[src/rtl/spectrum_bin_peak_energy_detect_defines.svh]
// Assertion macros shared by the RTL files.
// Both macros expect a signal named clk; SBPED_ASSERT also expects rst.
`ifndef SPECTRUM_BIN_PEAK_ENERGY_DETECT_DEFINES_SVH
`define SPECTRUM_BIN_PEAK_ENERGY_DETECT_DEFINES_SVH
`ifndef SYNTHESIS
// Checked outside reset only.
`define SBPED_ASSERT(name, prop, msg) \
  name: assert property (@(posedge clk) disable iff (rst) prop) else $error(msg);
// Checked at every edge, reset included.
`define SBPED_ASSERT_ALWAYS(name, prop, msg) \
  name: assert property (@(posedge clk) prop) else $error(msg);
`else
`define SBPED_ASSERT(name, prop, msg)
`define SBPED_ASSERT_ALWAYS(name, prop, msg)
`endif
`endif

[src/rtl/sbped_pkg.sv]
package sbped_pkg;

  localparam int VEC_LEN   = 1024;
  localparam int BIN_W     = $clog2(VEC_LEN);
  localparam int MID_START = VEC_LEN / 4;
  localparam int MID_STOP  = VEC_LEN - MID_START;
  localparam int MID_COUNT = MID_STOP - MID_START;
  // middle-half count is a power of two: floor mean is an arithmetic shift
  localparam int MID_SHIFT = $clog2(MID_COUNT);
  localparam int SUM_W     = 44;
  localparam int PWR_W     = 32;
  localparam int CNT_W     = 16;

  localparam int OUT_DEPTH = 4;
  localparam int OUT_PTR_W = $clog2(OUT_DEPTH);
  localparam int OUT_CNT_W = OUT_PTR_W + 1;

  localparam logic [1:0] KIND_BIN  = 2'd0;
  localparam logic [1:0] KIND_TUNE = 2'd1;
  localparam logic [1:0] KIND_CONT = 2'd2;

  localparam logic CFG_TUNE  = 1'b0;
  localparam logic CFG_DWELL = 1'b1;

  typedef enum logic [1:0] {
    PH_INIT,
    PH_TUNE,
    PH_DWELL,
    PH_IDLE
  } phase_t;

  typedef struct packed {
    logic [1:0]              kind;
    logic signed [PWR_W-1:0] sample_power;
    logic                    end_of_vector;
  } item_t;

  typedef struct packed {
    logic signed [PWR_W-1:0] avg_power;
    logic                    rejected;
  } result_t;

  // work handed from the control stage to the bin update stage
  typedef struct packed {
    logic                    valid;
    logic                    upd;    // element of a dwell vector
    logic                    first;  // first dwell vector: held max is zero
    logic                    add;    // middle bin of the last dwell vector
    logic                    emit;   // last element of the dwell
    logic                    clear;  // dwell starts: clear the sum first
    logic                    rej;    // command outside idle
    logic [BIN_W-1:0]        bin;
    logic signed [PWR_W-1:0] x;
  } op_t;

endpackage

[src/rtl/sbped_out_fifo.sv]
`include "spectrum_bin_peak_energy_detect_defines.svh"

module sbped_out_fifo (
  input  logic                            clk,
  input  logic                            rst,
  input  logic                            push,
  input  sbped_pkg::result_t              din,
  input  logic                            pop,
  output sbped_pkg::result_t              dout,
  output logic [sbped_pkg::OUT_CNT_W-1:0] count
);
  import sbped_pkg::*;

  result_t              slots [OUT_DEPTH];
  logic [OUT_PTR_W-1:0] head, tail;

  always_ff @(posedge clk) begin
    if (rst) begin
      head  <= '0;
      tail  <= '0;
      count <= '0;
    end else begin
      if (push) begin
        tail <= tail + OUT_PTR_W'(1);
      end
      if (pop) begin
        head <= head + OUT_PTR_W'(1);
      end
      count <= count + OUT_CNT_W'(push) - OUT_CNT_W'(pop);
    end
  end

  always_ff @(posedge clk) begin
    if (push) begin
      slots[tail] <= din;
    end
  end

  assign dout = slots[head];

  `SBPED_ASSERT(a_no_overflow, push && !pop |-> count != OUT_CNT_W'(OUT_DEPTH),
    "result queue overflow")
  `SBPED_ASSERT(a_no_underflow, pop |-> count != '0,
    "result queue underflow")

endmodule

[config.mk]
export PLATFORM = sky130hd
export DESIGN_NAME = sbped_out_fifo
export DESIGN_NICKNAME = d
export VERILOG_FILES = /design/src/rtl/sbped_pkg.sv /design/src/rtl/sbped_out_fifo.sv
export VERILOG_INCLUDE_DIRS = /design/src /design/src/rtl
export SDC_FILE = /design/constraint.sdc
export NUM_CORES = 1
export LEC_CHECK = 0
export ABC_CLOCK_PERIOD_IN_PS = 3600
export BUFFER_PORTS_ARGS = -buffer_cell sky130_fd_sc_hd__buf_2
export CAP_MARGIN = 20
export CORE_ASPECT_RATIO = 0.7
export CORE_UTILIZATION = 60
export DETAILED_ROUTE_END_ITERATION = 16
export HOLD_SLACK_MARGIN = 0.02
export PLACE_DENSITY = 0.83
export SYNTH_ARGS = -nofsm -noshare
export SYNTH_HDL_FRONTEND = slang
export SYNTH_SLANG_ARGS = --single-unit
[constraint.sdc]
create_clock -name clk -period 3.6 [get_ports clk]
set_input_delay 1.08 -clock clk [delete_from_list [all_inputs] [get_ports clk]]
set_output_delay 1.08 -clock clk [all_outputs]
set_load 0.1 [all_outputs]
Yosys cells after proc, flatten, opt, wreduce, memory -nomap -nowiden --
Memory sizes are Yosys's and may differ from the RTL's. A register that Yosys moved wholly into a read port is not among the register bits. Cells that the tools add are included.
Word-level totals: register bits after elaboration 7, memories 1, memory bits (writable) 132, logic and storage cells 12, input bits 37, output and inout port bits 36
Memory list:
- slots | words 4, width 33, read ports 1, clocked after memory_dff 1, write ports 1, line sbped_out_fifo.sv:14 | result_t slots [OUT_DEPTH];
Operators by class: add/subtract/negate cells 4, multiplexer cells 4
Operators with widths (count):
- adder 2 x 1 -> 2 bit, second input constant | 2
- 2-to-1 mux 2 bit | 2
- adder 3 x 1 -> 3 bit | 1
- subtractor 3 x 1 -> 3 bit | 1
- 2-to-1 mux 1 bit | 2

Logic depth before layout (Yosys ltp) --
word-level depth 3, gate-level depth with buffers 7, gate-level depth less buffers 7

Worst setup path after synthesis --
Ideal clock, no wire load.
path type register to output, from register with a tool-made name, to output dout[0] (netlist name), data arrival time 1441 ps, cell stages (with the launch flop) 3, setup slack 1079 ps, required time 2520 ps, cells stage by stage dfxtp_1 buf_6 mux4_1
RTL lines:
- end: declaration | line sbped_out_fifo.sv:9 | output sbped_pkg::result_t dout,

==> results.cfg <==
[worst_setup_path]
required_ps = 2520
end_kind = output pin
max_stage_delay_ps = 580
rrSetupSlack_ps = 1840
slowest_stage = dfxtp_2
ff2ff_path_depth = 3
path_class = reg2out
rr_startpoint = tail[0]
crit_fanout = 23
crit_family = buffers and inverters
startpoint_type = flop
path_cells = buf_12, mux4_1, buf_2
reg2reg_to = slots[0][22]
cp.arrival_ps = 2160
critPathBufInv = 2

[power]
cellPowerDensity_nw_per_um2 = 682
total_leakage_power_uw = 0.00216
ir_drop_mv = 0.458
p_total_uw = 4240

[layout]
multi_input_area_um2 = 985
final_cells = 430
antenna_cells = 0
nets = 343
fin_area_um2 = 6210
area_delta_synth_final_pct = 18.6
drive_gt1_share_pct = 43.9
num-fill-cells = 496
seqCellArea_um2 = 4150

[logic_synthesis]
syn_inst = 213
synth_cell_types = 20
ys_seq_area_share_pct = 79.1
synth_seq_cells = 141
syn-num-nets = 257
avgSynthCellArea_um2 = 24.6
syn-cell-area_um2 = 5240
synth_warnings = 0

[clocking]
cts-hold-fix-buffers = 0
cts_buffer_depth = 2
htree_levels = 4
cts_setup_buffers = 0
post_cts_resized = 0
clock_latency_ps = 410
clock-root-buffer = clkbuf_16
clock_sinks = 141
cts_buffers = 17
clk_pin_slew_ps = 50
cts_tree = built

[routing]
ant_nets = 0
num_vias = 2382
drt_iter0_markers = 186
wl_per_cell_um = 19.6
firstDrtPassIters = 4
drc = 0
viasPerCell = 5.54
wl_mm = 8.43

[grt]
antenna_found_initial = 0
grtUsageTotal_pct = 20.9
grt_pass1_wl_mm = 12.9
grt_pass1_vias = 2468
grt-ovfl-total = 0
grt_max_degree = 34

[sta]
worstMarginPinSlew_ps = 921
fmax_mhz = 309
setup_viol = 0
skew_ps = 5.06
fin_ws_ps = 364
maxSlewViolCount = 0
slew-limit-headroom_pct = 38.6
finalHoldViolations = 0
finalCriticalPeriod_ps = 3240
min_period_over_period_pct = 89.9
rsz0062_at_grt = false
setup_tns_ps = 0

[die]
die_area_um2 = 9110
die_w_um = 114
rows = 28
initial_utilization_pct = 62.0
fp.dieH_um = 80.2
core_area_um2 = 8440
io_pins = 73

[placed_design]
hpwl_mm = 4.90
dp_cells = 400
dpl-instance-area_um2 = 5700
gp_congestion = 0.674
post-place-ws_ps = 759
numPortBuffers = 72

[hold_path]
min_from = head[0]
hold_path.class = reg2reg
hold-path-cell-count = 2

[run_status]
status = finished, final reports clean

[job]
drv_cap = 0
[layout by cell type (no fill, tap or decap), types with 3 or more instances in the layout]
cell type    n
edfxtp_1   132
buf_2       72
mux4_2      30
clkbuf_16   17
dfxtp_1      7
inv_1        6
ha_1         6
nor2_1       5
and2_2       4
clkinv_2     4
mux4_1       3
clkinv_1     3
clkbuf_1     3
[area by class of cell]
class                   count  share of cell area [%]
flip-flops and latches    141                    66.7
multi-input cells          58                    15.9
clock buffers              20                    7.03
repair buffers             75                    6.36
well taps                 120                    2.42
clock inverters            10                    1.23
inverters                   6                   0.363
[cell usage after synthesis (all sizes together)]
cell type | n | share of area, %
xor3 | 1 | 0.45
nand3b | 1 | 0.14
a21bo | 1 | 0.19
nor2 | 5 | 0.36
mux4 | 33 | 14
mux2i | 1 | 0.19
ha | 6 | 1.4
clkbuf | 1 | 0.072
edfxtp | 132 | 76
a21oi | 1 | 0.095
xnor2 | 2 | 0.33
nor2b | 2 | 0.24
inv | 6 | 0.43
and2 | 4 | 0.48
buf | 7 | 1.6
fa | 1 | 0.38
dfxtp | 9 | 3.4
[how the worst max path moves through the flow]
stage,endpoint,cells after the start,start
after floorplan,dout[0],2,flop
after global placement,dout[32],3,flop
after detailed placement,dout[32],3,flop
after CTS,dout[32],3,flop
after global routing,dout[1],3,flop
final,dout[32],3,flop
[sequential cells by signal, summed over array words and instances, names as in the netlist, named ones only]
name   count
count      3
head       2
slots    132
tail       2
[routing by layer]
layer	wire, um	vias up	track usage, %
met5	0	-	0
met4	54	0	7.50
met3	537	9	8.68
met2	4080	86	31.9
met1	3760	1226	27.5
li1	-	1061	-
[power by group]
part / internal (uW) / leakage, uW / total, uW / switching [uW]
logic: 177 / 0.000625 / 790 / 613
registers: 1890 / 0.00129 / 1920 / 37.7
clock network: 926 / 0.000248 / 1520 / 595
[cells by family (layout without fill, tap and decap cells)]
group | count (synthesis) | after routing | synth area share, %
AO/OA/AOI/OAI | 2 | 2 | 0.287
XOR/XNOR | 3 | 3 | 0.789
adder cells (fa/ha/maj) | 7 | 7 | 1.82
buffers and inverters | 14 | 111 | 2.15
flip-flops | 141 | 141 | 79.1
multiplexers | 34 | 34 | 14.6
AND/OR/NAND/NOR | 12 | 12 | 1.22
[per-stage QoR]
| step | util, % | hold WS (ps) |
|---|---|---|
| floorplan | - | 492 |
| global placement | 67.5 | 509 |
| detailed placement | 67.5 | 533 |
| CTS | 73.6 | 548 |
| global route | 73.6 | 598 |
| finish | 73.6 | 547 |
[worst reg2reg max path, cell delays in order, from the launching register on]
cell and delay, ps:
dfxtp_1 350, inv_1 100, ha_1 160, and2_2 740
(Power assumes the default switching activity.)
