===== src/rtl/spectrum_bin_peak_energy_detect_defines.svh =====
// Assertion macros shared by the RTL files.
// Both macros expect a signal named clk; SBPED_ASSERT also expects rst.
`ifndef SPECTRUM_BIN_PEAK_ENERGY_DETECT_DEFINES_SVH
`define SPECTRUM_BIN_PEAK_ENERGY_DETECT_DEFINES_SVH
`ifndef SYNTHESIS
// Checked outside reset only.
`define SBPED_ASSERT(name, prop, msg) \
  name: assert property (@(posedge clk) disable iff (rst) prop) else $error(msg);
// Checked at every edge, reset included.
`define SBPED_ASSERT_ALWAYS(name, prop, msg) \
  name: assert property (@(posedge clk) prop) else $error(msg);
`else
`define SBPED_ASSERT(name, prop, msg)
`define SBPED_ASSERT_ALWAYS(name, prop, msg)
`endif
`endif


===== src/rtl/sbped_pkg.sv =====
package sbped_pkg;

  localparam int VEC_LEN   = 1024;
  localparam int BIN_W     = $clog2(VEC_LEN);
  localparam int MID_START = VEC_LEN / 4;
  localparam int MID_STOP  = VEC_LEN - MID_START;
  localparam int MID_COUNT = MID_STOP - MID_START;
  // middle-half count is a power of two: floor mean is an arithmetic shift
  localparam int MID_SHIFT = $clog2(MID_COUNT);
  localparam int SUM_W     = 44;
  localparam int PWR_W     = 32;
  localparam int CNT_W     = 16;

  localparam int OUT_DEPTH = 4;
  localparam int OUT_PTR_W = $clog2(OUT_DEPTH);
  localparam int OUT_CNT_W = OUT_PTR_W + 1;

  localparam logic [1:0] KIND_BIN  = 2'd0;
  localparam logic [1:0] KIND_TUNE = 2'd1;
  localparam logic [1:0] KIND_CONT = 2'd2;

  localparam logic CFG_TUNE  = 1'b0;
  localparam logic CFG_DWELL = 1'b1;

  typedef enum logic [1:0] {
    PH_INIT,
    PH_TUNE,
    PH_DWELL,
    PH_IDLE
  } phase_t;

  typedef struct packed {
    logic [1:0]              kind;
    logic signed [PWR_W-1:0] sample_power;
    logic                    end_of_vector;
  } item_t;

  typedef struct packed {
    logic signed [PWR_W-1:0] avg_power;
    logic                    rejected;
  } result_t;

  // work handed from the control stage to the bin update stage
  typedef struct packed {
    logic                    valid;
    logic                    upd;    // element of a dwell vector
    logic                    first;  // first dwell vector: held max is zero
    logic                    add;    // middle bin of the last dwell vector
    logic                    emit;   // last element of the dwell
    logic                    clear;  // dwell starts: clear the sum first
    logic                    rej;    // command outside idle
    logic [BIN_W-1:0]        bin;
    logic signed [PWR_W-1:0] x;
  } op_t;

endpackage


===== src/rtl/sbped_ctrl.sv =====
`include "spectrum_bin_peak_energy_detect_defines.svh"

module sbped_ctrl (
  input  logic                       clk,
  input  logic                       rst,
  input  logic                       accept,
  input  sbped_pkg::item_t           item,
  input  logic                       cfg_we,
  input  logic                       cfg_index,
  input  logic [sbped_pkg::CNT_W-1:0] cfg_data,
  output logic [sbped_pkg::BIN_W-1:0] rd_addr,
  output sbped_pkg::op_t             op
);
  import sbped_pkg::*;

  phase_t           phase, phase_next;
  phase_t           vector_phase, vector_phase_next;
  logic [CNT_W-1:0] vectors_left, vectors_left_next;
  logic [BIN_W-1:0] bin_position, bin_position_next;
  logic             first_dwell, first_dwell_next;
  logic [CNT_W-1:0] tune_vectors, dwell_vectors;
  logic [CNT_W-1:0] dwell_len;
  op_t              op_next;

  assign dwell_len = (dwell_vectors == '0) ? CNT_W'(1) : dwell_vectors;
  assign rd_addr   = bin_position;

  always_ff @(posedge clk) begin
    if (rst) begin
      tune_vectors  <= '0;
      dwell_vectors <= CNT_W'(1);
    end else if (cfg_we) begin
      unique case (cfg_index)
        CFG_TUNE:  tune_vectors  <= cfg_data;
        CFG_DWELL: dwell_vectors <= cfg_data;
        default:   ;
      endcase
    end
  end

  always_ff @(posedge clk) begin
    if (rst) begin
      phase        <= PH_INIT;
      vector_phase <= PH_INIT;
      vectors_left <= '0;
      bin_position <= '0;
      first_dwell  <= 1'b0;
      op           <= '0;
    end else begin
      phase        <= phase_next;
      vector_phase <= vector_phase_next;
      vectors_left <= vectors_left_next;
      bin_position <= bin_position_next;
      first_dwell  <= first_dwell_next;
      op           <= op_next;
    end
  end

  always_comb begin
    phase_t ph;
    phase_t vp;
    logic   last;
    logic   mid;
    ph                = phase;
    vp                = vector_phase;
    last              = 1'b0;
    mid               = (bin_position >= BIN_W'(MID_START)) &&
                        (bin_position < BIN_W'(MID_STOP));
    phase_next        = phase;
    vector_phase_next = vector_phase;
    vectors_left_next = vectors_left;
    bin_position_next = bin_position;
    first_dwell_next  = first_dwell;
    op_next           = '0;
    op_next.bin       = bin_position;
    op_next.x         = item.sample_power;

    if (accept) begin
      if (item.kind != KIND_BIN) begin
        if (phase != PH_IDLE) begin
          op_next.valid = 1'b1;
          op_next.rej   = 1'b1;
        end else if (item.kind == KIND_TUNE) begin
          phase_next = PH_INIT;
        end else if (item.kind == KIND_CONT) begin
          phase_next        = PH_DWELL;
          vectors_left_next = dwell_len;
          first_dwell_next  = 1'b1;
          op_next.valid     = 1'b1;
          op_next.clear     = 1'b1;
        end
      end else begin
        op_next.valid = 1'b1;
        // phase is latched for the vector at its first element
        if (bin_position == '0) begin
          if (ph == PH_INIT) begin
            ph                = PH_TUNE;
            vectors_left_next = tune_vectors;
            if (tune_vectors == '0) begin
              ph                = PH_DWELL;
              vectors_left_next = dwell_len;
              first_dwell_next  = 1'b1;
              op_next.clear     = 1'b1;
            end
          end
          vp = ph;
        end
        vector_phase_next = vp;

        op_next.upd   = (vp == PH_DWELL);
        op_next.first = first_dwell_next;
        op_next.add   = (vp == PH_DWELL) && (vectors_left_next < CNT_W'(2)) && mid;

        last = item.end_of_vector || (bin_position == BIN_W'(VEC_LEN - 1));
        if (!last) begin
          bin_position_next = bin_position + BIN_W'(1);
        end else begin
          bin_position_next = '0;
          unique case (vp)
            PH_TUNE: begin
              if (vectors_left_next != '0) begin
                vectors_left_next = vectors_left_next - CNT_W'(1);
              end
              if (vectors_left_next == '0) begin
                ph                = PH_DWELL;
                vectors_left_next = dwell_len;
                first_dwell_next  = 1'b1;
                op_next.clear     = 1'b1;
              end
            end
            PH_DWELL: begin
              if (vectors_left_next < CNT_W'(2)) begin
                op_next.emit      = 1'b1;
                vectors_left_next = '0;
                ph                = PH_IDLE;
              end else begin
                vectors_left_next = vectors_left_next - CNT_W'(1);
                first_dwell_next  = 1'b0;
              end
            end
            PH_INIT, PH_IDLE: ;
            default: ;
          endcase
        end
        phase_next = ph;
      end
    end
  end

  `SBPED_ASSERT(a_emit_goes_idle, op.valid && op.emit |-> phase == PH_IDLE,
    "dwell result issued but phase is not idle")
  `SBPED_ASSERT(a_busy_cmd_rejected,
    accept && item.kind != KIND_BIN && phase != PH_IDLE |=> op.valid && op.rej,
    "command outside idle was not rejected")

endmodule


===== config.mk =====
export PLATFORM = sky130hd
export DESIGN_NAME = sbped_ctrl
export DESIGN_NICKNAME = d
export VERILOG_FILES = /design/src/rtl/sbped_pkg.sv /design/src/rtl/sbped_ctrl.sv
export VERILOG_INCLUDE_DIRS = /design/src /design/src/rtl
export SDC_FILE = /design/constraint.sdc
export NUM_CORES = 1
export LEC_CHECK = 0
export BUFFER_PORTS_ARGS = -buffer_cell sky130_fd_sc_hd__buf_2
export CORE_AREA = 4 4 168 105
export DETAILED_ROUTE_END_ITERATION = 10
export DIE_AREA = 0 0 172 109
export PLACE_DENSITY = 0.69
export SYNTH_ARGS = -nofsm -noshare
export SYNTH_HDL_FRONTEND = slang
export SYNTH_SLANG_ARGS = --single-unit
export TNS_END_PERCENT = 100

===== constraint.sdc =====
create_clock -name clk -period 3.2 [get_ports clk]
set_input_delay 0.64 -clock clk [delete_from_list [all_inputs] [get_ports clk]]
set_output_delay 0.64 -clock clk [all_outputs]
set_load 0.01 [all_outputs]

**Word level (Yosys, flattened, before mapping)**

Cells that the tools add are included.

- $add $sub $neg: 2
- $lt $le $gt $ge: 3
- Equality and inequality tests: 10
- Multiplexer cells: 59
- Bitwise gates (word level): 5
- Reductions and logical operators: 20

Operators with widths:

| kind | number |
|---|---|
| $mux W16 | 18 |
| $logic_not A16 Y1 | 3 |
| $pmux W16 S2 | 1 |
| $mux W2 | 13 |
| $mux W1 | 24 |
| $lt A16 B2 Y1 const B | 1 |
| $reduce_bool A16 Y1 | 1 |
| $sub A16 B1 Y16 const B | 1 |
| $add A10 B1 Y10 const B | 1 |
| $eq A10 B10 Y1 const B | 1 |
| $ge A10 B9 Y1 const B | 1 |
| $logic_not A10 Y1 | 1 |
| $lt A10 B10 Y1 const B | 1 |
| $mux W10 | 1 |
| $ne A2 B2 Y1 const B | 3 |
| $reduce_and A2 Y1 | 3 |
| $reduce_or A3 Y1 | 2 |
| $not A1 Y1 | 5 |
| $reduce_or A5 Y1 | 1 |
| $eq A2 B1 Y1 const B | 2 |
| $eq A2 B2 Y1 const B | 2 |
| $pmux W2 S2 | 1 |
| $reduce_and A4 Y1 | 1 |
| $logic_and A1 B1 Y1 | 3 |
| 8 further kinds | 8 |

- Register bits after elaboration: 112
- Input port bits: 56
- Word-level logic and storage cells: 115

**Longest topological paths before layout**

- Depth in word-level cells: 18
- Mapped depth: 18
- Depth with buffers taken out: 16

**Worst setup path after synthesis**

OpenSTA, ideal clock, no wires.

- Path type: register -> register
- Start: register bin_position[8], in the netlist rd_addr[8]
- End: register op[43] in the netlist's numbering
- Setup time: 0.079 ns
- Arrival: 3.573 ns
- Required time: 3.121 ns
- Setup slack: -0.452 ns
- Cell stages (with the launch flop): 17
- Cell sequence: dfxtp_1 -> inv_1 -> ha_1 -> and4bb_1 -> and3_1 -> buf_2 -> o21a_1 -> a22o_4 -> inv_1 -> ha_1 -> o221ai_1 -> xnor2_1 -> o311a_1 -> o21ai_1 -> o2111ai_1 -> or4_1 -> a211oi_2

- Word-level cells in the longest chain between the ends: 15

Ends and longest elaborated chain:

| element | RTL line | text |
|---|---|---|
| start: declaration | sbped_ctrl.sv:19 | `logic [BIN_W-1:0] bin_position, bin_position_next;` |
| start signal: assignment | sbped_ctrl.sv:53 | `bin_position <= bin_position_next;` |
| $logic_not A10 Y1 | sbped_ctrl.sv:95 | `if (bin_position == '0) begin` |
| $mux W16 | sbped_ctrl.sv:95 |  |
| $mux W16 | sbped_ctrl.sv:79 | `if (item.kind != KIND_BIN) begin` |
| $mux W16 | sbped_ctrl.sv:78 | `if (accept) begin` |
| $sub A16 B1 Y16 or $reduce_bool A16 Y1 (tied branches) | sbped_ctrl.sv:122, sbped_ctrl.sv:121 |  |
| $mux W16 | sbped_ctrl.sv:121 | `if (vectors_left_next != '0) begin` |
| $mux W16 | sbped_ctrl.sv:119 | `unique case (vp)` |
| $mux W16 | sbped_ctrl.sv:115 | `if (!last) begin` |
| $mux W16 | sbped_ctrl.sv:79 |  |
| $mux W16 | sbped_ctrl.sv:78 |  |
| $logic_not A16 Y1 | sbped_ctrl.sv:124 | `if (vectors_left_next == '0) begin` |
| $mux W1 | sbped_ctrl.sv:124 |  |
| $mux W1 | sbped_ctrl.sv:119 |  |
| $mux W1 (*) | sbped_ctrl.sv:115 |  |
| $mux W1 (*) | sbped_ctrl.sv:79 |  |
| end signal: assignment | sbped_ctrl.sv:55 | `op <= op_next;` |
| end: declaration | sbped_ctrl.sv:12 | `output sbped_pkg::op_t op` |

Mark *: on every way between the ends. The rest lies on a longest branch, timed or not. The select of a mux whose other input is x is not followed.
A chain may end at the register's enable or synchronous reset.

**Worst setup path in the final report**

- Start: register bin_position[1], in the netlist rd_addr[1]
- End: register vectors_left[2]

- Word-level cells in the longest chain between the ends: 15

Ends and longest elaborated chain:

| element | RTL line | text |
|---|---|---|
| $logic_not A10 Y1 | sbped_ctrl.sv:95 |  |
| $mux W16 | sbped_ctrl.sv:95 |  |
| $mux W16 | sbped_ctrl.sv:79 |  |
| $mux W16 | sbped_ctrl.sv:78 |  |
| $sub A16 B1 Y16 or $reduce_bool A16 Y1 (tied branches) | sbped_ctrl.sv:122, sbped_ctrl.sv:137, sbped_ctrl.sv:121 |  |
| $mux W16 | sbped_ctrl.sv:121 |  |
| $mux W16 | sbped_ctrl.sv:119 |  |
| $mux W16 | sbped_ctrl.sv:115 |  |
| $mux W16 | sbped_ctrl.sv:79 |  |
| $mux W16 | sbped_ctrl.sv:78 |  |
| $logic_not A16 Y1 | sbped_ctrl.sv:124 |  |
| $mux W16 | sbped_ctrl.sv:124 |  |
| $pmux W16 S2 | sbped_ctrl.sv:119 |  |
| $mux W16 (*) | sbped_ctrl.sv:115 |  |
| $mux W16 (*) | sbped_ctrl.sv:79 |  |
| end signal: assignment | sbped_ctrl.sv:52 | `vectors_left <= vectors_left_next;` |
| end: declaration | sbped_ctrl.sv:18 | `logic [CNT_W-1:0] vectors_left, vectors_left_next;` |

Marks and branches as above.

==> results.yml <==
run_status:
  status: "complete, but fails checks"
  violations: "negative setup slack"
placed_design:
  port_buffers: 114
  hpwlAfterDp_mm: 15.57
  place_congestion: 1.036
timing:
  skew_ps: 12.90
  setup_ws_ps: -485.1
  timing.fmax_ghz: 0.2714
  tightest_slew_ps: 751.2
  finalHoldViolations: 0
  whs_ps: 477.8
  fin_crit_sh_pct: 115.2
  slew_headroom_pct: 49.81
  report.final.slew_viol_count: 0
  rsz0062_at_grt: "true"
  min_period_ps: 3685
  setup_viol: 20
floorplanning:
  rows: 36
  die_y_um: 109
  die_area_sq_mm: 0.01875
  initial_core_util_pct: 35.52
  chipWidth_um: 172
  ios: 115
  core_area_sq_mm: 0.01604
detailed_routing:
  wl_mm: 20.36
  via_per_inst: 5.368
  first_pass_iters: 5
  drc: 0
  drt-initial-drc-count: 700
  wire_per_inst_um: 17.31
  route.vias.total: 6313
  ant_nets: 0
grt:
  grt_usage_pct: 21.64
  grt_start_max_net_pins: 62
  grt_pass1_wl_mm: 31.67
  grt_pass1_vias: 5707
  antenna_found_initial: 0
  grt_overflow: 0
cts:
  clock_latency_ps: 360
  clockBufferDepth: 2
  htreeDepth: 3
  cts.sinks: 112
  root_buffer: "clkbuf_16"
  cts_buffers: 9
  cts_tree: "built"
  clk_pin_slew_ps: 80
  cts_hold_buf: 0
power_and_ir_drop:
  leakage_uw: 0.003604
  power_density_mw_per_mm2: 530.8
  power_frac_clock_pct: 27.7
  p_seq_share_pct: 33.4
  power_frac_comb_pct: 39.0
  switching_share_pct: 35.41
  p_sw_uw: 1569
  p_int_uw: 2863
  ir_drop_mv: 0.2743
  power.total_uw: 4432
layout:
  multi_input_area_sq_mm: 0.003577
  seq_area_sq_mm: 0.002258
  fin_nets: 1025
  area_delta_synth_final_pct: 46.59
  fillCellCount: 1495
  diodes: 0
  post_route_cells_drive_above_1_share_pct: 39.61
yosys:
  ys_ff_latch: 112
  synthArstFlopShare_pct: 0
  synth-seq-area-share_pct: 39.37
  synthCells: 717
  synthFlopType: "dfxtp_1"
  synth_nets: 780
  syn_area_per_cell_sq_um: 7.943
  synth_warnings: 0
  ys_types: 78
  synth-edff-count: 0
  syn_area_sq_mm: 0.005695
critical_path:
  end_kind: "flop"
  arrival_ps: 3960
  path_cells: "inv_1, ha_1, and4bb_2, nand3_2, buf_12, buf_12, buf_4, a211oi_2, a21oi_2, nor4b_2, buf_4, and2_0, o211ai_4, o31ai_4, nand2_1, a311oi_2"
  critPathKind: "reg2reg"
  crit_slowest_cell: "nor4b_2"
  slowest_delay_ps: 360
  crit_path_start_kind: "flop"
  cp.buffers_inverters: 5
  worstPathRequired_ps: 3470
  cp_top_family: "compound AO/OA/AOI/OAI gates"
  crit_path_max_fanout: 11
min_path:
  hold_class: "reg2reg"
job:
  cap_violations: 0
==> power groups by stage <==
stage | clock network (uW) | logic [uW] | registers (uW)
detailed placement | 0 | 1510 | 1510
CTS | 1260 | 1600 | 1480
global route | 1310 | 1830 | 1490
global placement | 0 | 1500 | 1510
floorplan | 0 | 838 | 1530
finish | 1230 | 1730 | 1480
==> path summary, 6_finish.rpt <==
| check | from | to | slack (ps) | depth (start not counted) |
|---|---|---|---|---|
| min | vector_phase[0]$_SDFFE_PP0P_ | vector_phase[0]$_SDFFE_PP0P_ | 480 | 2 |
| max | rd_addr[1]$_SDFFE_PP0P_ | vectors_left[2]$_SDFFE_PP0P_ | -490 | 16 |
| max reg2reg | rd_addr[1]$_SDFFE_PP0P_ | vectors_left[2]$_SDFFE_PP0P_ | -490 | 16 |
| min reg2reg | vector_phase[0]$_SDFFE_PP0P_ | vector_phase[0]$_SDFFE_PP0P_ | 480 | 2 |
==> cell usage after synthesis (12+ instances only) <==
| cell type | n | area, sq um |
|---|---|---|
| nand3_1 | 13 | 65.06 |
| nor3_1 | 22 | 110.1 |
| a21oi_1 | 86 | 430.4 |
| inv_1 | 18 | 67.56 |
| a211oi_1 | 12 | 90.09 |
| dfxtp_1 | 112 | 2242 |
| o21ai_0 | 29 | 145.1 |
| nand2_1 | 107 | 401.6 |
| clkbuf_1 | 25 | 93.84 |
| nor2b_1 | 40 | 250.2 |
| nor2_1 | 76 | 285.3 |
==> cell type report <==
class                      count  share of cell area, %
clock buffer                   9                  2.697
timing repair buffer         274                  22.27
multi-input combinational    547                  42.84
sequential                   112                  27.05
inverter                      18                 0.8392
tap                          209                  3.132
clock inverter                 7                  1.169
==> worst min-delay path: stages, from the launching register on <==
cell and delay (ps):
dfxtp_1 320, nand2_1 50, a21oi_1 60
==> state kept, by name (all words and copies together), names as in the netlist <==
| signal | count |
|---|---|
| vectors_left | 16 |
| phase | 2 |
| vector_phase | 2 |
| tune_vectors | 16 |
| first_dwell | 1 |
| op | 49 |
| dwell_vectors | 16 |
| rd_addr | 10 |
==> per-layer routing <==
layer | wire length [um] | global-route usage (%)
met1 | 9593 | 33.63
met2 | 8105 | 29.22
met3 | 2468 | 6.486
met4 | 187 | 3.982
met5 | 0 | 0
==> metrics by stage <==
stage / area, sq um / cells / util, % / TNS, ps / worst slack (ps)
2_1_floorplan: 5858 / 717 / - / -534.6 / -91.12
3_3_place_gp: 7662 / 1147 / 47.78 / -6663 / -448.4
3_5_place_dp: 7662 / 1147 / 47.78 / -7210 / -481.4
4_1_cts: 8132 / 1168 / 50.71 / -6027 / -411.1
5_1_grt: 8349 / 1176 / 52.07 / -11300 / -656.6
6_report: 8349 / 1176 / 52.07 / -7609 / -485.1
==> timing repair <==
action | in CTS | in global routing
setup endpoints to repair | 20 | 20
setup buffers | 5 | 8
gates resized for setup | 25 | 29
pin swaps | 15 | 21
hold endpoints to repair | 0 | 0
==> cell families after synthesis <==
group           Yosys count  share of synthesized area [%]
flops                   112                          39.37
mux                       1                         0.1758
buf+inv                  58                          4.152
simple gates            319                          28.51
xor+xnor                 17                          2.746
compound gates          203                          23.51
fa+ha+maj                 7                          1.538
==> cells in the final DEF (no fill, tap or decap), types with 6 or more instances in the layout <==
master       n
buf_4      150
nand3_1     13
nor2b_1     40
a31oi_1      6
dfxtp_1    103
xor2_1       9
nor4_4       6
a211oi_2     7
o21ai_0     28
buf_6        6
nor3_1      17
xnor2_1      6
ha_1         6
nor2_1      74
clkbuf_16    9
inv_1       14
nand2_1    107
a21oi_1     82
buf_2      113
dfxtp_2      7
No activity file was read; power rests on OpenSTA's default activity.
