===== config.mk =====
export PLATFORM = sky130hd
export DESIGN_NAME = sbped_bin_update
export DESIGN_NICKNAME = d
export VERILOG_FILES = /design/src/rtl/spectrum_bin_peak_energy_detect_defines.svh /design/src/rtl/sbped_pkg.sv /design/src/rtl/sbped_bin_update.sv
export SDC_FILE = /design/constraint.sdc
export NUM_CORES = 1
export LEC_CHECK = 0
export BUFFER_PORTS_ARGS = -buffer_cell sky130_fd_sc_hd__buf_2
export CAP_MARGIN = 20
export CORE_MARGIN = 8
export CORE_UTILIZATION = 57
export CTS_BUF_LIST = sky130_fd_sc_hd__clkbuf_8
export DETAILED_ROUTE_END_ITERATION = 8
export GPL_TIMING_DRIVEN = 0
export PLACE_DENSITY_LB_ADDON = 0.08
export SLEW_MARGIN = 20
export SYNTH_ARGS = -nofsm -noshare
export SYNTH_HDL_FRONTEND = slang
export SYNTH_SLANG_ARGS = --single-unit

===== constraint.sdc =====
create_clock -name clk -period 11.8 [get_ports clk]
set_clock_uncertainty 0.2 [all_clocks]
set_input_delay 0.59 -clock clk [delete_from_list [all_inputs] [get_ports clk]]
set_output_delay 0.59 -clock clk [all_outputs]
set_load 0.01 [all_outputs]

===== src/rtl/spectrum_bin_peak_energy_detect_defines.svh =====
// Assertion macros shared by the RTL files.
// Both macros expect a signal named clk; SBPED_ASSERT also expects rst.
`ifndef SPECTRUM_BIN_PEAK_ENERGY_DETECT_DEFINES_SVH
`define SPECTRUM_BIN_PEAK_ENERGY_DETECT_DEFINES_SVH
`ifndef SYNTHESIS
// Checked outside reset only.
`define SBPED_ASSERT(name, prop, msg) \
  name: assert property (@(posedge clk) disable iff (rst) prop) else $error(msg);
// Checked at every edge, reset included.
`define SBPED_ASSERT_ALWAYS(name, prop, msg) \
  name: assert property (@(posedge clk) prop) else $error(msg);
`else
`define SBPED_ASSERT(name, prop, msg)
`define SBPED_ASSERT_ALWAYS(name, prop, msg)
`endif
`endif


===== src/rtl/sbped_pkg.sv =====
package sbped_pkg;

  localparam int VEC_LEN   = 1024;
  localparam int BIN_W     = $clog2(VEC_LEN);
  localparam int MID_START = VEC_LEN / 4;
  localparam int MID_STOP  = VEC_LEN - MID_START;
  localparam int MID_COUNT = MID_STOP - MID_START;
  // middle-half count is a power of two: floor mean is an arithmetic shift
  localparam int MID_SHIFT = $clog2(MID_COUNT);
  localparam int SUM_W     = 44;
  localparam int PWR_W     = 32;
  localparam int CNT_W     = 16;

  localparam int OUT_DEPTH = 4;
  localparam int OUT_PTR_W = $clog2(OUT_DEPTH);
  localparam int OUT_CNT_W = OUT_PTR_W + 1;

  localparam logic [1:0] KIND_BIN  = 2'd0;
  localparam logic [1:0] KIND_TUNE = 2'd1;
  localparam logic [1:0] KIND_CONT = 2'd2;

  localparam logic CFG_TUNE  = 1'b0;
  localparam logic CFG_DWELL = 1'b1;

  typedef enum logic [1:0] {
    PH_INIT,
    PH_TUNE,
    PH_DWELL,
    PH_IDLE
  } phase_t;

  typedef struct packed {
    logic [1:0]              kind;
    logic signed [PWR_W-1:0] sample_power;
    logic                    end_of_vector;
  } item_t;

  typedef struct packed {
    logic signed [PWR_W-1:0] avg_power;
    logic                    rejected;
  } result_t;

  // work handed from the control stage to the bin update stage
  typedef struct packed {
    logic                    valid;
    logic                    upd;    // element of a dwell vector
    logic                    first;  // first dwell vector: held max is zero
    logic                    add;    // middle bin of the last dwell vector
    logic                    emit;   // last element of the dwell
    logic                    clear;  // dwell starts: clear the sum first
    logic                    rej;    // command outside idle
    logic [BIN_W-1:0]        bin;
    logic signed [PWR_W-1:0] x;
  } op_t;

endpackage


===== src/rtl/sbped_bin_update.sv =====
module sbped_bin_update (
  input  logic                        clk,
  input  logic                        rst,
  input  sbped_pkg::op_t              op,
  input  logic [sbped_pkg::BIN_W-1:0] rd_addr,
  input  logic [sbped_pkg::PWR_W-1:0] rdata,
  output logic                        we,
  output logic [sbped_pkg::BIN_W-1:0] waddr,
  output logic [sbped_pkg::PWR_W-1:0] wdata,
  output logic                        res_valid,
  output sbped_pkg::result_t          res
);
  import sbped_pkg::*;

  logic                    fwd_hit;
  logic [PWR_W-1:0]        fwd_data;
  logic signed [PWR_W-1:0] held;
  logic signed [PWR_W-1:0] nv;
  logic signed [SUM_W-1:0] power_sum, power_sum_next;
  logic signed [SUM_W-1:0] mean;

  // back-to-back access to the same bin: take the value just written
  always_ff @(posedge clk) begin
    if (rst) begin
      fwd_hit <= 1'b0;
    end else begin
      fwd_hit <= we && (waddr == rd_addr);
    end
    fwd_data <= wdata;
  end

  always_comb begin
    if (op.first) begin
      held = '0;
    end else if (fwd_hit) begin
      held = signed'(fwd_data);
    end else begin
      held = signed'(rdata);
    end
    nv = (op.x > held) ? op.x : held;
  end

  assign we    = op.valid && op.upd;
  assign waddr = op.bin;
  assign wdata = nv;

  always_comb begin
    power_sum_next = power_sum;
    if (op.valid) begin
      if (op.clear) begin
        power_sum_next = '0;
      end
      if (op.add) begin
        power_sum_next = power_sum_next + SUM_W'(nv);
      end
    end
  end

  always_ff @(posedge clk) begin
    if (rst) begin
      power_sum <= '0;
    end else begin
      power_sum <= power_sum_next;
    end
  end

  assign mean          = power_sum_next >>> MID_SHIFT;
  assign res_valid     = op.valid && (op.emit || op.rej);
  assign res.avg_power = op.rej ? '0 : mean[PWR_W-1:0];
  assign res.rejected  = op.rej;

endmodule


# Yosys cells after proc, flatten, opt, wreduce, memory -nomap -nowiden
# Index checks and enable logic that the tools add are counted.
[totals]
register_bits = 77
in_bits = 93
out_inout_bits = 77
wordCells = 19
[classes]
add_sub_neg = 1
order_cmp = 1
eq_ne = 1
muxes = 8
reduce_logical = 4
[op_table]
columns = ["cell", "count"]
rows = [
  ["$mux W44", 3],
  ["$mux W32", 4],
  ["$add A44 B32 Y44", 1],
  ["$mux W41", 1],
  ["$gt A32 B32 Y1", 1],
  ["$eq A10 B10 Y1", 1],
  ["$logic_and A1 B1 Y1", 3],
  ["$logic_or A1 B1 Y1", 1],
]

# Depth between registers and ports, before layout
# Gate-level depths: netlist of the first run.
[logic_depth]
ltp_word = 8
mapped_depth = 33
depth_no_buf = 27

# Worst setup path after synthesis of the first run
# No wires, ideal clock.
[synth_timing]
path_type = "register to output"
startpoint = "register fwd_hit"
endpoint = "output port res[32] (netlist bit)"
arrival_ns = 8.279
required_ns = 11.010
path_slack_ns = 2.731
stages_incl_launch_ff = 32
cell_sequence = "dfxtp_1 -> clkbuf_1 -> buf_2 -> buf_1 -> clkbuf_1 -> mux2i_1 -> or2_2 -> ha_1 -> a41oi_1 -> o21ai_1 -> a221o_1 -> or3_4 -> a31oi_4 -> buf_4 -> clkbuf_1 -> clkbuf_1 -> o21ai_0 -> ha_1 -> a21o_1 -> a21oi_1 -> o21a_1 -> o21ai_0 -> a41oi_1 -> a211oi_1 -> o311ai_2 -> a2bb2oi_1 -> or3_1 -> a31oi_1 -> a21oi_2 -> a221o_2 -> nor4b_1 -> or4_1"
[synth_lines]
columns = ["element", "line_no", "text"]
rows = [
  ["start, declared", "sbped_bin_update.sv:15", "logic fwd_hit;"],
  ["start signal, assigned", "sbped_bin_update.sv:27", "fwd_hit <= we && (waddr == rd_addr);"],
  ["end, declared", "sbped_bin_update.sv:11", "output sbped_pkg::result_t res"],
]

==> metrics.txt, run 1 <==
synth warn=0; CTS max path bufs=2; Core Box Area=13100 sq um; post-DP HPWL=20100 um; setup_tns=0 ns; fmax=0.0911 GHz; CP max stage cell=buf_2; final wirelength=24700 um; Mean Syn Cell Area=around 7.6 sq um; worst-path fanout max=28; Worst-Margin Slew=between 1 and 1.5 ns; Via Count=8237; critical path arrival=a little over 10 ns; DR iter-0 viols=around 760; Pint=0.000537 W; Post-layout nets=1334; sequential area share after synthesis=0.195; # hold bufs at CTS=0; count of cell types in the netlist=between 80 and 90; Cell Area, Synth=7600 sq um; ys flop type=dfxtp_1; CTS buffer count=9; Worst setup SP type=flip-flop; largest net degree at the start of global routing=16; worst r2r path cells=29; ratio of cells with drive above 1 in the final layout=0.219; Leak=~3.8 nW; # port buffers=166; Fin. Hold Viols=0; Worst-path clk slew=0.09 ns; worst hold path type=flip-flop to flip-flop; M1 GR Usage=0.361; global-route wire length before repair=40400 um; period utilisation layout=0.930; hold depth=2; grt total ovfl=0; vias in the first global route=between 8k and 9k; VDD IR max=0.0673 mV; final count of pins violating max slew=0; Final ANT Viol Nets=0; switching part of the total=0.391; P&R area growth vs syn=16.7%; post-CTS setup buffers=0; Slew headroom=0.294; initial antenna violation count=0; Die Wd=~130 um; drt drc=0; diode count=0; Gate Count Post-Synth=1004; worst-skew pair later-pin latency=0.38 ns; post_cts resized=0; asr flop ratio synth=0; root buffer selected by CTS=clkbuf_8; fill count=1184; met3 Use GR=0.0640; Final Critical Period=~11 ns; #FFs+latches synth=74; DIE AREA=between 15000 and 20000 sq um; setup slack, reg-to-reg=1.84 ns; GR Util met2=0.445; Sink Count=74; DP Area=~8600 sq um; Flop pwr share=0.324; final setup fails=0; combinational group share of total power=0.410; CTS tree=built; switching power=0.000345 W; kind of critical path=flip-flop to output port; CTS H-tree lvls=3; Pwr Density=99.5 nW/um^2; routing layer with the top usage in global route=met2; die span in y=131 um; Initial DRT Pass Iterations=5; I/O Pins=170; clock network fraction of design power=0.267; Syn Nets=~1.2k; final instance area=just under 9000 sq um; row count=between 40 and 50; most used cell, CP=clkbuf_1; RSZ-0062 raised after global routing=no; max-cap violation count=0; GP Congestion=about 0.95; Worst EP required=11.01 ns; Starting Density=0.578; Tot GR Track Use=0.280; status=finished, final reports clean; drt wl/cell=about 18 um; Critical Path Max Stage Delay=0.75 ns; via-per-instance ratio=6.06; EDFF count, synth=0; Worst Setup End Kind=output port
## layout by cell type, fill, tap and decap left out, drive strengths merged, types with 5 or more instances in the layout
master and n:
a31oi 13, o21a 5, a211o 5, o22ai 8, inv 40, buf 186
nor2 90, and3 7, a21oi 63, mux2i 44, nand2b 7, a32oi 8
a22o 14, nor2b 42, maj3 6, nor3 16, nor4 9, a21o 15
o21bai 6, nand3 20, or3 11, xnor2 33, o31ai 6, a22oi 13
or2 27, xor2 8, nand2 89, a211oi 13, ha 61, dfxtp 74
nand4 22, o21ai 75, nand4b 5, o211ai 12, clkbuf 51, o311ai 8
mux2 7
## logic make-up (layout without fill, tap and decap cells)
logic type / after synthesis / after routing / synth area share
AOI/OAI and AO/OA: 305 / 305 / 0.275
xor gates and xnor gates: 41 / 41 / 0.0473
adders and majority gates: 68 / 68 / 0.111
buffers and inverters: 104 / 284 / 0.0586
DFF: 74 / 74 / 0.195
muxes: 51 / 51 / 0.0693
and+or+nand+nor: 361 / 361 / 0.243
## worst paths after layout
path,startpoint,end
hold reg to reg,power_sum[5]$_SDFFE_PP0P_,power_sum[5]$_SDFFE_PP0P_
setup reg to reg,fwd_hit$_SDFF_PP0_,power_sum[40]$_SDFF_PP0_
hold / removal,power_sum[5]$_SDFFE_PP0P_,power_sum[5]$_SDFFE_PP0P_
setup / recovery,fwd_hit$_SDFF_PP0_,res[32]
## registers in the layout, indices dropped and copies added, names as in the netlist
register   cells
power_sum     41
fwd_data      32
fwd_hit        1
## power groups by stage
| stage | registers (W) | clock network [W] | logic (W) |
|---|---|---|---|
| floorplan | 0.000288 | 0 | 0.000242 |
| global placement | 0.000290 | 0 | 0.000351 |
| detailed placement | 0.000291 | 0 | 0.000355 |
| CTS | 0.000285 | 0.000238 | 0.000357 |
| global route | 0.000288 | 0.000247 | 0.000396 |
| finish | 0.000286 | 0.000235 | 0.000361 |
## synth_stat cells, types with 4 or more instances
| cell type | instances | area [sq um] |
|---|---|---|
| o311ai_0 | 5 | 43.8 |
| nand3_1 | 20 | 100 |
| a211o_1 | 5 | 43.8 |
| a211oi_1 | 12 | 90.1 |
| a2111oi_0 | 4 | 35.0 |
| a2bb2oi_1 | 4 | 35.0 |
| inv_1 | 37 | 139 |
| a22oi_1 | 13 | 97.6 |
| maj3_1 | 6 | 60.1 |
| nand2b_1 | 7 | 43.8 |
| xor2_1 | 8 | 70.1 |
| nor2_1 | 90 | 338 |
| nand4b_1 | 5 | 43.8 |
| o21bai_1 | 6 | 45.0 |
| o21ai_1 | 9 | 45.0 |
| nand2_1 | 89 | 334 |
| and2_1 | 4 | 25.0 |
| buf_4 | 12 | 90.1 |
| o21ai_0 | 66 | 330 |
| o31ai_1 | 5 | 37.5 |
| mux2i_1 | 42 | 420 |
| a22o_1 | 14 | 123 |
| or2_2 | 27 | 169 |
| nor4_1 | 8 | 50.1 |
| clkbuf_1 | 42 | 158 |
| o211ai_1 | 11 | 82.6 |
| o21a_1 | 5 | 37.5 |
| xnor2_1 | 33 | 289 |
| a32oi_1 | 8 | 70.1 |
| nor3_1 | 14 | 70.1 |
| and3_1 | 7 | 43.8 |
| nand4_1 | 21 | 131 |
| or3_1 | 10 | 62.6 |
| a21oi_1 | 62 | 310 |
| dfxtp_1 | 74 | 1480 |
| o22ai_1 | 8 | 50.1 |
| buf_1 | 6 | 22.5 |
| a21o_1 | 15 | 113 |
| nor2b_1 | 42 | 263 |
| mux2_2 | 7 | 78.8 |
| ha_1 | 61 | 763 |
| a31oi_1 | 12 | 75.1 |
## area by class of cell
| type | instances | area [sq um] | area share |
|---|---|---|---|
| Buffer | 61 | 284 | 0.0320 |
| Sequential cell | 74 | 1480 | 0.167 |
| Inverter | 41 | 154 | 0.0174 |
| Multi-Input combinational cell | 826 | 5670 | 0.639 |
| Clock inverter | 6 | 90.1 | 0.0102 |
| Clock buffer | 10 | 138 | 0.0155 |
| Tap cell | 176 | 220 | 0.0248 |
| Timing Repair Buffer | 166 | 831 | 0.0937 |
## worst max-delay path, delay by kind of cell (launching register included)
family	cells	cell delay, ns
multiplexers	1	0.18
buffers and inverters	7	2.43
AO/OA/AOI/OAI	15	4.38
AND/OR/NAND/NOR	5	1.62
flip-flops	1	0.37
adder cells (fa/ha/maj)	2	0.79
## stage by stage
step	hold WS, ns	power (W)	cells	setup slack, ns	util
after floorplan	0.227	0.000530	1004	2.73	-
after global placement	0.236	0.000641	1346	0.663	0.658
after detailed placement	0.256	0.000646	1346	0.650	0.658
after CTS	0.269	0.000880	1362	0.178	0.676
after global routing	0.285	0.000931	1360	0.0550	0.675
final	0.265	0.000882	1360	0.829	0.675
## layer usage
| metal | share of wire | up-vias | wire length (um) |
|---|---|---|---|
| met1 | 0.45 | 3806 | 11100 |
| met4 | 0.025 | 0 | 616 |
| met2 | 0.44 | 332 | 11000 |
| met3 | 0.083 | 47 | 2050 |
| met5 | 0 | - | 0 |
| li1 | - | 4052 | - |
Power figures use the tool's default switching activity.
==> run 2, diff against run 1 <==
--- a/config.mk
+++ b/config.mk
@@ -8,8 +8,7 @@
 export BUFFER_PORTS_ARGS = -buffer_cell sky130_fd_sc_hd__buf_2
 export CAP_MARGIN = 20
 export CORE_MARGIN = 8
-export CORE_UTILIZATION = 57
-export CTS_BUF_LIST = sky130_fd_sc_hd__clkbuf_8
+export CORE_UTILIZATION = 56
 export DETAILED_ROUTE_END_ITERATION = 8
 export GPL_TIMING_DRIVEN = 0
 export PLACE_DENSITY_LB_ADDON = 0.08
==> metrics.txt, run 2 (same netlist as run 1, synthesis figures left out) <==
row count=42; DR iter-0 viols=706; setup ws final=0.670 ns; CTS buffer count=9; drt drc=0; most used cell, CP=clkbuf_1; Worst Setup End Kind=output port; max FFs per register=41; Die Wd=132 um; Via Count=8359; final wirelength=~25000 um; Core Box Area=13200 sq um; Tot GR Track Use=0.273; critical path arrival=10.34 ns; grt total ovfl=0; Starting Density=0.574; RSZ-0062 raised after global routing=no; Critical Path Max Stage Delay=0.71 ns; Worst EP required=roughly 11 ns; Worst-path clk slew=0.06 ns; Final ANT Viol Nets=0; GP Congestion=0.973; DIE AREA=17500 sq um; die span in y=~130 um; Leak=3.84 nW; P&R area growth vs syn=17.7%; Storage cell area=1480 sq um; VDD IR max=0.0521 mV; Final Power=0.000930 W; I/O Pins=170; Post-layout nets=1335; CTS tree=built; Worst setup SP type=flip-flop; via-per-instance ratio=6.15; placed cells=1346; worst-path fanout max=19; largest net degree at the start of global routing=16; area occupied by multi-input gates=5670 sq um; initial antenna violation count=0; Fin. Hold Viols=0; CTS max path bufs=2; fmax=0.0898 GHz; Sink Count=74; status=finished, final reports clean; Finished Layout Cells=1359; root buffer selected by CTS=clkbuf_16; post-DP HPWL=19900 um; period utilisation layout=0.943; setup_tns=0 ns; vias in the first global route=7771; # port buffers=~170; CP max stage cell=a2111oi_0; commonest cells after routing, fill and taps aside=buf_2, nor2_1, nand2_1, dfxtp_1, o21ai_0; final setup fails=0; WHS=0.253 ns; Worst-Margin Slew=1.07 ns; global-route wire length before repair=39800 um; Pwr Density=between 100 and 150 nW/um^2; CTS H-tree lvls=3; diode count=0; drt wl/cell=18.2 um; DP Worst Slack=0.461 ns; kind of critical path=flip-flop to output port; fill count=approximately 1.2k; worst hold path type=flip-flop to flip-flop; Top Registers=power_sum: 41 flops, fwd_data: 32 flops, fwd_hit: 1 flops; Initial DRT Pass Iterations=6; ratio of cells with drive above 1 in the final layout=0.218; Final Critical Period=11.13 ns; final count of pins violating max slew=0; Slew headroom=0.279; worst-skew pair later-pin latency=around 0.34 ns; Biggest register=power_sum; most common cell after layout, fill and taps aside=buf_2; max-cap violation count=0
[run 2: cell count changes in the layout (fill, tap and decap cells not counted)]
cell,change
clkinvlp_4,-1
bufinv_16,-1
clkbuf_16,+9
clkbuf_2,+1
clkinv_4,-2
clkinv_2,+1
clkbuf_8,-8
[run 2: worst paths after layout]
kind	from	to	slack, ns	depth (start not counted)
hold reg to reg	power_sum[8]$_SDFFE_PP0P_	power_sum[8]$_SDFFE_PP0P_	0.25	2
hold / removal	power_sum[8]$_SDFFE_PP0P_	power_sum[8]$_SDFFE_PP0P_	0.25	2
setup / recovery	fwd_hit$_SDFF_PP0_	res[32]	0.67	30
setup reg to reg	fwd_hit$_SDFF_PP0_	power_sum[40]$_SDFF_PP0_	1.65	29
[run 2: final cells by class]
cell class,count,share of cell area
buffer,62,0.0323
clock buffer,11,0.0283
clock inverter,3,0.00448
inverter,41,0.0172
multi-input combinational,826,0.634
sequential,74,0.166
tap,176,0.0246
timing repair buffer,166,0.0929
[run 2: worst max-delay path, delay by kind of cell, from the launching register on]
family | cells | cell delay (ns)
AOI/OAI and AO/OA | 15 | 4.51
buffers and inverters | 7 | 2.59
and+or+nand+nor | 5 | 1.59
adders and majority gates | 2 | 0.76
DFF | 1 | 0.38
muxes | 1 | 0.13
[run 2: repair_timing]
action                                 4_1_cts  5_1_grt
setup buffers                                0        0
setup endpoints to repair                    0       13
gates resized for setup                      0        2
hold buffers                                 0        0
endpoints found under the hold margin        0        0
[run 2: stage by stage]
step                       util  instance area (sq um)
after floorplan               -                   7600
after global placement    0.653                   8650
after detailed placement  0.653                   8650
after CTS                 0.675                   8940
after global routing      0.675                   8940
final                     0.675                   8940
[run 2: power by group]
part / total [W] / leakage, nW / switching [W] / internal (W)
combinational: 0.000362 / 3.08 / 0.000226 / 0.000136
sequential: 0.000286 / 0.610 / 0.00000943 / 0.000276
clock: 0.000282 / 0.147 / 0.000110 / 0.000172
[run 2: metal layers]
layer	vias up	track usage	wire (um)
met5	-	0	0
met4	0	0.0782	473
met3	38	0.0545	2040
met2	350	0.430	10900
met1	3921	0.367	11400
li1	4050	-	-
==> run 3, diff against run 2 <==
--- a/config.mk
+++ b/config.mk
@@ -8,7 +8,7 @@
 export BUFFER_PORTS_ARGS = -buffer_cell sky130_fd_sc_hd__buf_2
 export CAP_MARGIN = 20
 export CORE_MARGIN = 8
-export CORE_UTILIZATION = 56
+export CORE_UTILIZATION = 61
 export DETAILED_ROUTE_END_ITERATION = 8
 export GPL_TIMING_DRIVEN = 0
 export PLACE_DENSITY_LB_ADDON = 0.08
==> constraint.sdc (replaced) <==
create_clock -name clk -period 12.8 [get_ports clk]
set_clock_uncertainty 0.2 [all_clocks]
set_input_delay 0.64 -clock clk [delete_from_list [all_inputs] [get_ports clk]]
set_output_delay 0.64 -clock clk [all_outputs]
set_load 0.01 [all_outputs]
==> metrics.txt, run 3 (same netlist as run 1, synthesis figures left out) <==
GP Congestion=0.951; fmax=0.0856 GHz; final setup fails=0; largest net degree at the start of global routing=16; Critical Path Max Stage Delay=0.63 ns; DP Area=8640 sq um; I/O Pins=170; setup slack, reg-to-reg=roughly 2.2 ns; worst hold path type=flip-flop to flip-flop; post_cts resized=0; final count of pins violating max slew=0; Biggest register=power_sum; fill count=1033; row count=40; Fin. Hold Viols=0; final wirelength=25100 um; diode count=0; Initial DRT Pass Iterations=5; CTS max path bufs=2; Pwr Density=95.2 nW/um^2; setup_tns=0 ns; final instance area=just under 9000 sq um; via-per-instance ratio=6.21; CTS tree=built; max FFs per register=a little over 40; initial antenna violation count=0; Leak=3.82 nW; period utilisation layout=0.912; grt total ovfl=0; # hold bufs at CTS=0; P&R area growth vs syn=17.4%; post-DP HPWL=20300 um; # port buffers=166; worst-skew pair later-pin latency=0.35 ns; WHS=roughly 0.25 ns; Core Box Area=12100 sq um; VDD IR max=around 0.062 mV; Worst EP required=11.96 ns; post-CTS setup buffers=0; kind of critical path=flip-flop to output port; global-route wire length before repair=39600 um; CTS buffer count=9; most used cell, CP=clkbuf_1; vias in the first global route=7830; CTS H-tree lvls=3; Final Critical Period=11.68 ns; Worst-path clk slew=0.06 ns; worst-path fanout max=10; status=finished, final reports clean; Die Wd=128 um; Slew headroom=0.268; Via Count=8396; Worst-Margin Slew=1.09 ns; Post-layout nets=roughly 1.3k; Final ANT Viol Nets=0; Tot GR Track Use=0.300; most common cell after layout, fill and taps aside=buf_2; die span in y=128 um; drt wl/cell=18.5 um; commonest cells after routing, fill and taps aside=buf_2, nor2_1, nand2_1, dfxtp_1, o21ai_0; crit path buf inv count=8; Worst Setup End Kind=output port; Sink Count=74; Starting Density=0.627; critical path arrival=10.84 ns; drt drc=0; DR iter-0 viols=roughly 840; Worst setup SP type=flip-flop; CP top delay family=compound AO/OA/AOI/OAI gates; ratio of cells with drive above 1 in the final layout=0.218; Top Registers=power_sum: 41 flops, fwd_data: 32 flops, fwd_hit: 1 flops; RSZ-0062 raised after global routing=no; DIE AREA=16300 sq um; max-cap violation count=0; CP max stage cell=a2111oi_0; root buffer selected by CTS=clkbuf_16
==> run 3: changes by cell type in the layout (fill, tap and decap cells not counted), sizes merged <==
cell / delta
clkinvlp: +3
buf: +1
bufinv: -1
clkinv: -1
==> run 3: metal layers <==
metal	vias to the layer above	track usage	share of wire
li1	4058	-	-
met1	3894	0.402	0.45
met2	411	0.468	0.43
met3	33	0.0757	0.11
met4	0	0.0797	0.014
met5	-	0	0
==> run 3: area by class of cell <==
cell class | instances | area, sq um | area share
clock buffer | 11 | 253 | 0.0283
timing repair buffer | 166 | 831 | 0.0932
inverter | 41 | 154 | 0.0173
multi-input combinational | 826 | 5670 | 0.636
tap | 168 | 210 | 0.0236
clock inverter | 4 | 27.5 | 0.00309
buffer | 63 | 292 | 0.0327
sequential | 74 | 1480 | 0.166
==> run 3: stage by stage <==
step                      cells  setup slack (ns)   util  power (W)
after global routing       1353             0.655  0.736   0.000891
after detailed placement   1338              1.64  0.713   0.000597
after CTS                  1353              1.22  0.736   0.000844
after global placement     1338              1.72  0.713   0.000591
final                      1353              1.12  0.736   0.000849
after floorplan            1004              3.68      -   0.000489
==> run 3: final timing paths <==
check                            start                   endpoint  depth (start not counted)
min          power_sum[8]$_SDFFE_PP0P_  power_sum[8]$_SDFFE_PP0P_                          2
max                 fwd_hit$_SDFF_PP0_                    res[32]                         32
max reg2reg         fwd_hit$_SDFF_PP0_   power_sum[40]$_SDFF_PP0_                         31
min reg2reg  power_sum[8]$_SDFFE_PP0P_  power_sum[8]$_SDFFE_PP0P_                          2
==> run 3: worst reg2reg max path: cells and delay by family, from the launching register on <==
kind / cells / cell delay, ns
fa+ha+maj: 2 / 0.77
buf+inv: 7 / 3.03
compound gates: 16 / 4.43
flops: 1 / 0.39
simple gates: 5 / 1.54
mux: 1 / 0.15
==> run 3: power breakdown <==
part           leakage (nW)  switching [W]  internal, W
registers             0.610     0.00000901     0.000255
logic                  3.08       0.000210     0.000125
clock network         0.130       0.000110     0.000141
total                  3.82       0.000328     0.000521
